===== src/rtl/aminv_pkg.sv =====
package aminv_pkg;

    localparam int THR_W = 16;
    localparam logic [THR_W-1:0] THR_RESET = 16'd1;
    localparam logic REG_DET_THRESHOLD = 1'b0;
    localparam int ROWS = 3;
    localparam logic [1:0] LAST_ROW_IDX = 2'd2;

    typedef enum logic [2:0] {
        ST_IDLE = 3'b001,
        ST_DIV  = 3'b010,
        ST_EMIT = 3'b100
    } t_back_state;

    typedef struct packed {
        logic full;
        logic empty;
    } t_q_status;

endpackage


===== src/rtl/aminv_fifo.sv =====
module aminv_fifo #(
    parameter int W     = 8,
    parameter int DEPTH = 2
) (
    input  logic                  i_clk,
    input  logic                  i_rst_n,
    input  logic                  i_push,
    input  logic [W-1:0]          i_data,
    input  logic                  i_pop,
    output logic [W-1:0]          o_data,
    output aminv_pkg::t_q_status  o_status
);
    import aminv_pkg::*;

    localparam int PTRW = (DEPTH > 1) ? $clog2(DEPTH) : 1;
    localparam int CNTW = $clog2(DEPTH + 1);

    logic [W-1:0]    r_mem [DEPTH];
    logic [PTRW-1:0] r_wr, r_rd;
    logic [CNTW-1:0] r_cnt;

    always_ff @(posedge i_clk) begin
        if (!i_rst_n) begin
            r_wr  <= '0;
            r_rd  <= '0;
            r_cnt <= '0;
        end else begin
            if (i_push) begin
                r_wr <= (r_wr == PTRW'(DEPTH - 1)) ? '0 : r_wr + PTRW'(1);
            end
            if (i_pop) begin
                r_rd <= (r_rd == PTRW'(DEPTH - 1)) ? '0 : r_rd + PTRW'(1);
            end
            if (i_push && !i_pop) begin
                r_cnt <= r_cnt + CNTW'(1);
            end else if (!i_push && i_pop) begin
                r_cnt <= r_cnt - CNTW'(1);
            end
        end
    end

    always_ff @(posedge i_clk) begin
        if (i_push) begin
            r_mem[r_wr] <= i_data;
        end
    end

    assign o_data         = r_mem[r_rd];
    assign o_status.full  = r_cnt == CNTW'(DEPTH);
    assign o_status.empty = r_cnt == '0;

`ifndef SYNTHESIS
    a_no_overflow: assert property (@(posedge i_clk) disable iff (!i_rst_n)
        i_push |-> !o_status.full) else $error("queue written while full");
    a_no_underflow: assert property (@(posedge i_clk) disable iff (!i_rst_n)
        i_pop |-> !o_status.empty) else $error("queue read while empty");
`endif

endmodule


===== config.mk =====
export PLATFORM = sky130hd
export DESIGN_NAME = aminv_fifo
export DESIGN_NICKNAME = d
export VERILOG_FILES = /design/src/rtl/aminv_pkg.sv /design/src/rtl/aminv_fifo.sv
export SDC_FILE = /design/constraint.sdc
export NUM_CORES = 1
export LEC_CHECK = 0
export BUFFER_PORTS_ARGS = -buffer_cell sky130_fd_sc_hd__buf_4
export CAP_MARGIN = 20
export CORE_MARGIN = 8
export CORE_UTILIZATION = 45
export CTS_BUF_LIST = sky130_fd_sc_hd__clkbuf_4 sky130_fd_sc_hd__clkbuf_8 sky130_fd_sc_hd__clkbuf_16
export CTS_CLUSTER_DIAMETER = 150
export DETAILED_ROUTE_END_ITERATION = 7
export GPL_TIMING_DRIVEN = 0
export PLACE_DENSITY = 0.69
export SYNTH_ARGS = -nofsm -noshare
export SYNTH_HDL_FRONTEND = slang
export SYNTH_SLANG_ARGS = --single-unit

===== constraint.sdc =====
create_clock -name i_clk -period 1.4 [get_ports i_clk]
set_input_delay 0.21 -clock i_clk [delete_from_list [all_inputs] [get_ports i_clk]]
set_output_delay 0.21 -clock i_clk [all_outputs]
set_load 0.02 [all_outputs]

==> metrics.txt, run 1 <==
CTS tree=built; Final Instance Count excl. Fillers=between 80 and 90; GRT overflow=0; max-slew violations=0; syn avg cell area=16.9 sq um; design area=1070 sq um; Final min period=1430 ps; Cell Pwr Density=between 1000 and 1500 nW/um^2; Startpoint Class=flop; Placed Cells=85; Inserted Clock Buffers=3; gr busiest metal=met2; # DRC=0; Num Clock Sinks=21; Final setup viols=8; Mapped Cells=47; Fin Setup TNS=-214 ps; RSZ-0062 raised after global routing=true; Worst EP arrival=1220 ps; initial antenna violation count=0; post-synthesis sequential area ratio=73.1%; first-pass GRT wire length=1990 um; initial core utilization=between 40 and 50%; Netlist Area Pre-Place=795 sq um; CP Class=flop to output port; first-pass iteration count of the detailed router=2; gr usage total=7.89%; Worst-Margin Slew=777 ps; failing checks=negative setup slack; num rows=15; Syn. warnings=0; final hold viol count=0; I/O pin cnt=22; DP HPWL=958 um; worst relative slew slack=48.1%; CTS Buffer Depth=2; Hold Crit Class=input pin to flop; routed length per instance=14.8 um; largest fanout on the critical path=8; # diodes=0; Area after DPL=973 sq um; drt total wl=about 1300 um; RePlAce Congestion=0.617; Crit path required time=1190 ps; M3 GR Usage=2.65%; Synth Net Count=60; MaxCap Viol Count=0; H-tree lvl count=1; clock slew at reported path FFs=roughly 110 ps; number of global-route vias before repair=466; hold buffers post-CTS=0; Tcrit/Tclk final=102%; layout cell share with drive strength beyond 1=roughly half; post-route setup slack=-31.6 ps; worst hold slack=99.8 ps; outcome=finished, violations left; GRT met2 Usage=between 10 and 15%; Max IR drop VDD=roughly 0.00066 V; skew final=approximately 1.5 ps; final layout net count=86; Peak Freq=~0.7 GHz; largest net degree at the start of global routing=12; Port Buffers=21; global routing usage on met1=7.68%; post-synth cell types=16; pre-CTS setup slack=44.4 ps; Final Core Density=about 64%; Vias/cell=between 5 and 6; Initial DRC Count=15; Vias=454; Routed Antenna Nets=0; Syn-to-layout area delta=35.3%; Tot Pwr=1.29 mW; Critical Path End Type=output port; leakage power=0.446 nW; chip height=58.0 um; CTS root buf=clkbuf_4; Die W=58.0 um; register bit total from synthesis=21; fill count=138; core footprint=1690 sq um; Die ar.=roughly 3400 sq um; Skew-Pair Late Insertion Delay=290 ps
-- final cells by class --
class                           count  area (sq um)  share of cell area, %
Inverter                            1          3.75                  0.349
Tap cell                           17          21.3                   1.98
Timing Repair Buffer               21           188                   17.5
Buffer                              1          15.0                   1.40
Clock buffer                        4          30.0                   2.79
Multi-Input combinational cell     24           235                   21.9
Sequential cell                    21           582                   54.1
-- logic make-up (layout without fill, tap and decap cells) --
kind of cell	Yosys count	in the layout	synth area share (%)
AOI/OAI and AO/OA	3	3	2.52
xor gates and xnor gates	3	3	3.31
adders and majority gates	1	1	1.57
buffers and inverters	2	27	1.10
DFF	21	21	73.1
muxes	8	8	11.3
and+or+nand+nor	9	9	7.09
-- worst paths after layout --
| kind | endpoint | depth (start not counted) | startpoint | slack, ps |
|---|---|---|---|---|
| setup / recovery | o_data[0] | 3 | flop | -30 |
| hold / removal | r_mem[1][4] | 1 | i_data[4] | 100 |
| setup reg to reg | r_mem[0][2] | 1 | r_wr | 100 |
| hold reg to reg | r_cnt[1] | 2 | r_cnt[1] | 510 |
-- cells in the final DEF (no fill, tap or decap) --
master    count
edfxtp_1     16
buf_4        13
mux2_4        8
buf_6         8
and2_1        4
clkbuf_4      4
dfxtp_1       4
xor2_1        2
nor2b_1       2
buf_8         1
and2b_2       1
nor2_1        1
o21a_1        1
o21ai_0       1
or3_1         1
a21boi_1      1
xnor2_1       1
inv_1         1
ha_1          1
dfxtp_2       1
-- cell usage after synthesis, drive strengths merged --
master	instances	area [sq um]
or3	1	6.26
xor2	2	17.5
nor2b	2	12.5
and2b	1	8.76
nor2	1	3.75
edfxtp	16	480
dfxtp	5	100
a21boi	1	7.51
and2	4	25.0
o21a	1	7.51
ha	1	12.5
buf	1	5.00
inv	1	3.75
o21ai	1	5.00
xnor2	1	8.76
mux2	8	90.1
-- worst max-delay path, cell delays in order (launching register included) --
cell,delay [ps]
dfxtp_2,350
buf_8,140
mux2_4,310
buf_6,130
-- registers in the layout, indices dropped and copies added (netlist names), named ones only --
| register | cells |
|---|---|
| r_cnt | 2 |
| r_rd | 1 |
| r_wr | 1 |
| r_mem | 16 |
-- layer usage --
metal / wire (um) / vias up
li1: - / 219
met1: 570 / 221
met2: 671 / 12
met3: 64 / 2
met4: 8 / 0
met5: 0 / -
-- power breakdown --
part | internal, mW | switching (mW) | total (mW)
Sequential | 0.714 | 0.0189 | 0.733
Combinational | 0.150 | 0.118 | 0.267
Clock | 0.130 | 0.161 | 0.291
Total | 0.994 | 0.298 | 1.29
-- timing repair --
item / 4_1_cts / 5_1_grt
endpoints found under the setup margin: 8 / 8
resized for setup: 20 / 0
hold endpoints to repair: 0 / 0
setup buffers: 0 / 0
pin swaps: 0 / 0
cloned: 0 / 0
(Power assumes the default switching activity.)
==> run 2: changes to the inputs <==
--- a/config.mk
+++ b/config.mk
@@ -14,6 +14,7 @@
 export DETAILED_ROUTE_END_ITERATION = 7
 export GPL_TIMING_DRIVEN = 0
 export PLACE_DENSITY = 0.69
+export SLEW_MARGIN = 20
 export SYNTH_ARGS = -nofsm -noshare
 export SYNTH_HDL_FRONTEND = slang
 export SYNTH_SLANG_ARGS = --single-unit
==> constraint.sdc (replaced) <==
create_clock -name i_clk -period 1.45 [get_ports i_clk]
set_input_delay 0.2175 -clock i_clk [delete_from_list [all_inputs] [get_ports i_clk]]
set_output_delay 0.2175 -clock i_clk [all_outputs]
set_load 0.02 [all_outputs]
==> run 2 against run 1 <==
  * The run now ends clean
  * Critical path type unchanged
  * Cell count unchanged
  * Combinational power down 3%
  * Highest routed layer unchanged
  * Worst setup slack better by 45 ps
  * Routed wire length down 1.4%
  * Hold slack better by 6.9 ps
  * Count of clock-buffer cells in the layout unchanged
  * Sequential power down 3.4%
  * Global-route usage down 0.23 points
==> metrics.txt, run 2 (synthesis results as in run 1) <==
outcome=finished, final reports clean; CTS tree=built; worst relative slew slack=47.4%; Max IR drop VDD=0.000633 V; gr usage total=7.66%; Final Core Density=approximately 64%; routed length per instance=14.6 um; Initial DRC Count=1; Reg with most FFs=r_mem; Bufs and invs on worst path=2; Startpoint Class=flop; H-tree lvl count=1; CTS root buf=clkbuf_4; num rows=15; Final setup viols=0; Skew-Pair Late Insertion Delay=290 ps; M3 GR Usage=2.65%; chip height=58.0 um; final layout net count=86; Port Buffers=21; I/O pin cnt=22; post-route setup slack=13.4 ps; Worst EP arrival=1220 ps; cell family with most CP delay=flip-flops; drt total wl=between 1000 and 1500 um; # diodes=0; Worst path max stage delay=350 ps; Routed Antenna Nets=0; number of global-route vias before repair=472; Peak Freq=0.696 GHz; most frequent cells in the layout=edfxtp_1 (16), buf_4 (13), mux2_4 (8), buf_6 (8); Syn-to-layout area delta=35.3%; Die W=58.0 um; gr busiest metal=met2; Worst-Margin Slew=787 ps; Num Clock Sinks=21; Crit path required time=1230 ps; clock slew at reported path FFs=110 ps; # DRC=0; max-slew violations=0; CP max-delay cell=dfxtp_2; commonest non-fill, non-tap cell in the layout=edfxtp_1; skew final=3.59 ps; Vias=450; Critical Path End Type=output port; largest fanout on the critical path=8; first-pass iteration count of the detailed router=3; RSZ-0062 raised after global routing=true; MaxCap Viol Count=0; pre-CTS setup slack=86.9 ps; CP Class=flop to output port; Final min period=1440 ps; first-pass GRT wire length=1940 um; DP HPWL=958 um; RePlAce Congestion=0.617; max FFs per register=16; hold buffers post-CTS=0; CTS Buffer Depth=2; GRT met2 Usage=between 10% and 20%; worst hold slack=107 ps; layout cell share with drive strength beyond 1=approximately 50%; Tot Pwr=1.25 mW; Die ar.=3370 sq um; Tcrit/Tclk final=~99%; Post-CTS Setup Bufs=0; global routing usage on met1=7.28%; core footprint=about 1700 sq um; final hold viol count=0; Inserted Clock Buffers=3; Hold Crit Class=input pin to flop; largest net degree at the start of global routing=12; Vias/cell=approximately 5; CP Cell Sequence=buf_8 > mux2_4 > buf_6; Cell Pwr Density=between 1000 and 1500 nW/um^2; initial antenna violation count=0; GRT overflow=0; leakage power=0.446 nW; initial core utilization=47.0%; largest registers=r_mem x16, r_cnt x2
## run 2: stage by stage
stage | TNS [ps] | instance area [sq um] | instances
CTS | -152 | 1040 | 89
global route | -260 | 1070 | 89
finish | 0 | 1070 | 89
floorplan | 0 | 795 | 47
global placement | 0 | 973 | 85
detailed placement | 0 | 973 | 85
## run 2: layout make-up
class,count,area [sq um]
Clock buffer,4,30.0
Buffer,1,15.0
Timing Repair Buffer,21,188
Fill cell,138,614
Inverter,1,3.75
Multi-Input combinational cell,24,235
Tap cell,17,21.3
Sequential cell,21,582
## run 2: where the power goes
part	leakage (nW)	switching, mW	internal, mW	total [mW]
sequential	0.192	0.0182	0.689	0.708
clock	0.0184	0.154	0.125	0.280
combinational	0.236	0.113	0.144	0.258
## run 2: timing repair
action / CTS / global route
pin swaps: 0 / 0
hold endpoints to repair: 0 / 0
resized for setup: 12 / 8
cloned: 0 / 0
setup endpoints to repair: 8 / 8
## run 2: routing by layer
| layer | routed length [um] | up-vias |
|---|---|---|
| met1 | 543 | 216 |
| met5 | 0 | - |
| li1 | - | 220 |
| met4 | 11 | 0 |
| met3 | 64 | 2 |
| met2 | 678 | 12 |
## run 2: path summary, 6_finish.rpt
| kind | slack (ps) | from | depth (start not counted) | end |
|---|---|---|---|---|
| worst max-delay path | 10 | flop | 3 | o_data[5] |
| worst min register to register | 500 | r_cnt[1] | 2 | r_cnt[1] |
| worst max register to register | 140 | r_wr | 1 | r_mem[0][2] |
| worst min-delay path | 110 | i_data[4] | 1 | r_mem[1][4] |
==> run 3: changes to the inputs <==
==> constraint.sdc (replaced) <==
create_clock -name i_clk -period 1.45 [get_ports i_clk]
set_input_delay 0.0725 -clock i_clk [delete_from_list [all_inputs] [get_ports i_clk]]
set_output_delay 0.0725 -clock i_clk [all_outputs]
set_load 0.02 [all_outputs]
==> run 3 against run 2 <==
  * Clock skew about the same
  * Non-clock buffer count up 8
  * Total power down 2.2%
  * Worst setup slack better by 77 ps
  * Critical path depth unchanged
  * Hold slack worse by 94 ps
==> metrics.txt, run 3 (synthesis results as in run 1) <==
CTS tree=built; Vias=478; chip height=roughly 58 um; Port Buffers=21; worst relative slew slack=47.5%; Skew-Pair Late Insertion Delay=280 ps; cell family with most CP delay=multiplexers; max FFs per register=16; Max IR drop VDD=~0.00063 V; final layout net count=94; DP HPWL=958 um; footprint of the multi-input gates=205 sq um; Post-CTS Setup Bufs=0; hold path cells=2; gr usage total=7.85%; Bufs and invs on worst path=2; drt total wl=roughly 1300 um; Tcrit/Tclk final=approximately 94%; number of global-route vias before repair=492; fill count=approximately 140; Vias/cell=4.93; RePlAce Congestion=~0.62; CP Cell Sequence=buf_4 > mux2_2 > buf_4; initial antenna violation count=0; Crit path required time=1380 ps; Sequential cell area=between 500 and 600 sq um; most frequent cells in the layout=buf_4 (22), edfxtp_1 (16), mux2_2 (8), dlygate4sd3_1 (8), dfxtp_1 (5); Hold Crit Class=input pin to flop; I/O pin cnt=22; num rows=15; CP max-delay cell=mux2_2; max-slew violations=0; Die W=~58 um; final hold viol count=0; # diodes=0; Startpoint Class=flop; Worst EP arrival=1290 ps; internal power=0.941 mW; clock slew at reported path FFs=approximately 110 ps; largest fanout on the critical path=8; largest registers=r_mem x16, r_cnt x2; Inserted Clock Buffers=3; first-pass iteration count of the detailed router=4; part of the power in registers=a little under 60%; Worst path max stage delay=350 ps; NetSw=between 0.2 and 0.3 mW; core footprint=1690 sq um; leakage power=0.437 nW; switching share of power=between 20% and 30%; Tot Pwr=1.22 mW; Final setup viols=0; CP Class=flop to output port; Peak Freq=0.736 GHz; MaxCap Viol Count=0; Clock power frac=22.8%; crit-path most repeated cell=buf_4; H-tree lvl count=1; critical path depth=3; Die ar.=around 3400 sq um; routed length per instance=roughly 13 um; CTS Buffer Depth=2; Cell Pwr Density=~1100 nW/um^2; Critical Path End Type=output port; Routed Antenna Nets=0; skew final=3.30 ps; outcome=finished, final reports clean; Reg with most FFs=r_mem; Register-to-Register Path Depth=1; GRT overflow=0; largest net degree at the start of global routing=12; layout cell share with drive strength beyond 1=a little over two fifths; initial core utilization=47.0%; RSZ-0062 raised after global routing=false; commonest non-fill, non-tap cell in the layout=buf_4; # DRC=0; Initial DRC Count=8; Comb pwr share=19.3%; first-pass GRT wire length=approximately 2000 um; Worst-Margin Slew=roughly 800 ps; Final min period=1360 ps; Num Clock Sinks=21; Fin Setup TNS=0 ps; CTS root buf=clkbuf_4; Syn-to-layout area delta=36.7%
==> run 3: layer usage <==
metal	wire length [um]	GRT usage (%)
met1	528	7.28
met2	697	14.6
met3	61	2.65
met4	11	4.20
met5	0	0
==> run 3: per-stage QoR <==
stage               worst slack (ps)  area [sq um]  util (%)  instances  hold WS [ps]
finish                          90.7          1090      64.3         97          12.5
global route                    30.6          1090      64.3         97          7.96
CTS                             10.1          1080      64.1         97          8.55
detailed placement               125           973      57.6         85           260
global placement                 146           973      57.6         85           257
floorplan                        346           795         -         47           171
==> run 3: final cells by class <==
class	count	share of cell area (%)
inverters	1	0.346
repair buffers	29	21.9
flip-flops and latches	21	53.5
clock buffers	4	2.76
well taps	17	1.96
plain buffers	1	0.691
multi-input cells	24	18.9
==> run 3: power groups by stage <==
stage	Clock, mW	Sequential, mW	Combinational, mW
3_5_place_dp	0	0.719	0.220
2_1_floorplan	0	0.714	0.129
3_3_place_gp	0	0.717	0.216
4_1_cts	0.288	0.705	0.238
5_1_grt	0.313	0.709	0.252
6_report	0.278	0.705	0.235
==> run 3: worst paths after layout <==
kind	from	endpoint	slack, ps
worst min-delay path	i_rst_n	r_wr	10
worst max register to register	r_wr	r_mem[0][2]	140
worst max-delay path	flop	o_data[1]	90
worst min register to register	r_cnt[1]	r_cnt[1]	510
==> run 3: repair_timing <==
item,CTS,global route
hold buffers,8,0
endpoints found under the hold margin,16,0
gates resized for setup,0,2
setup endpoints to repair,0,8
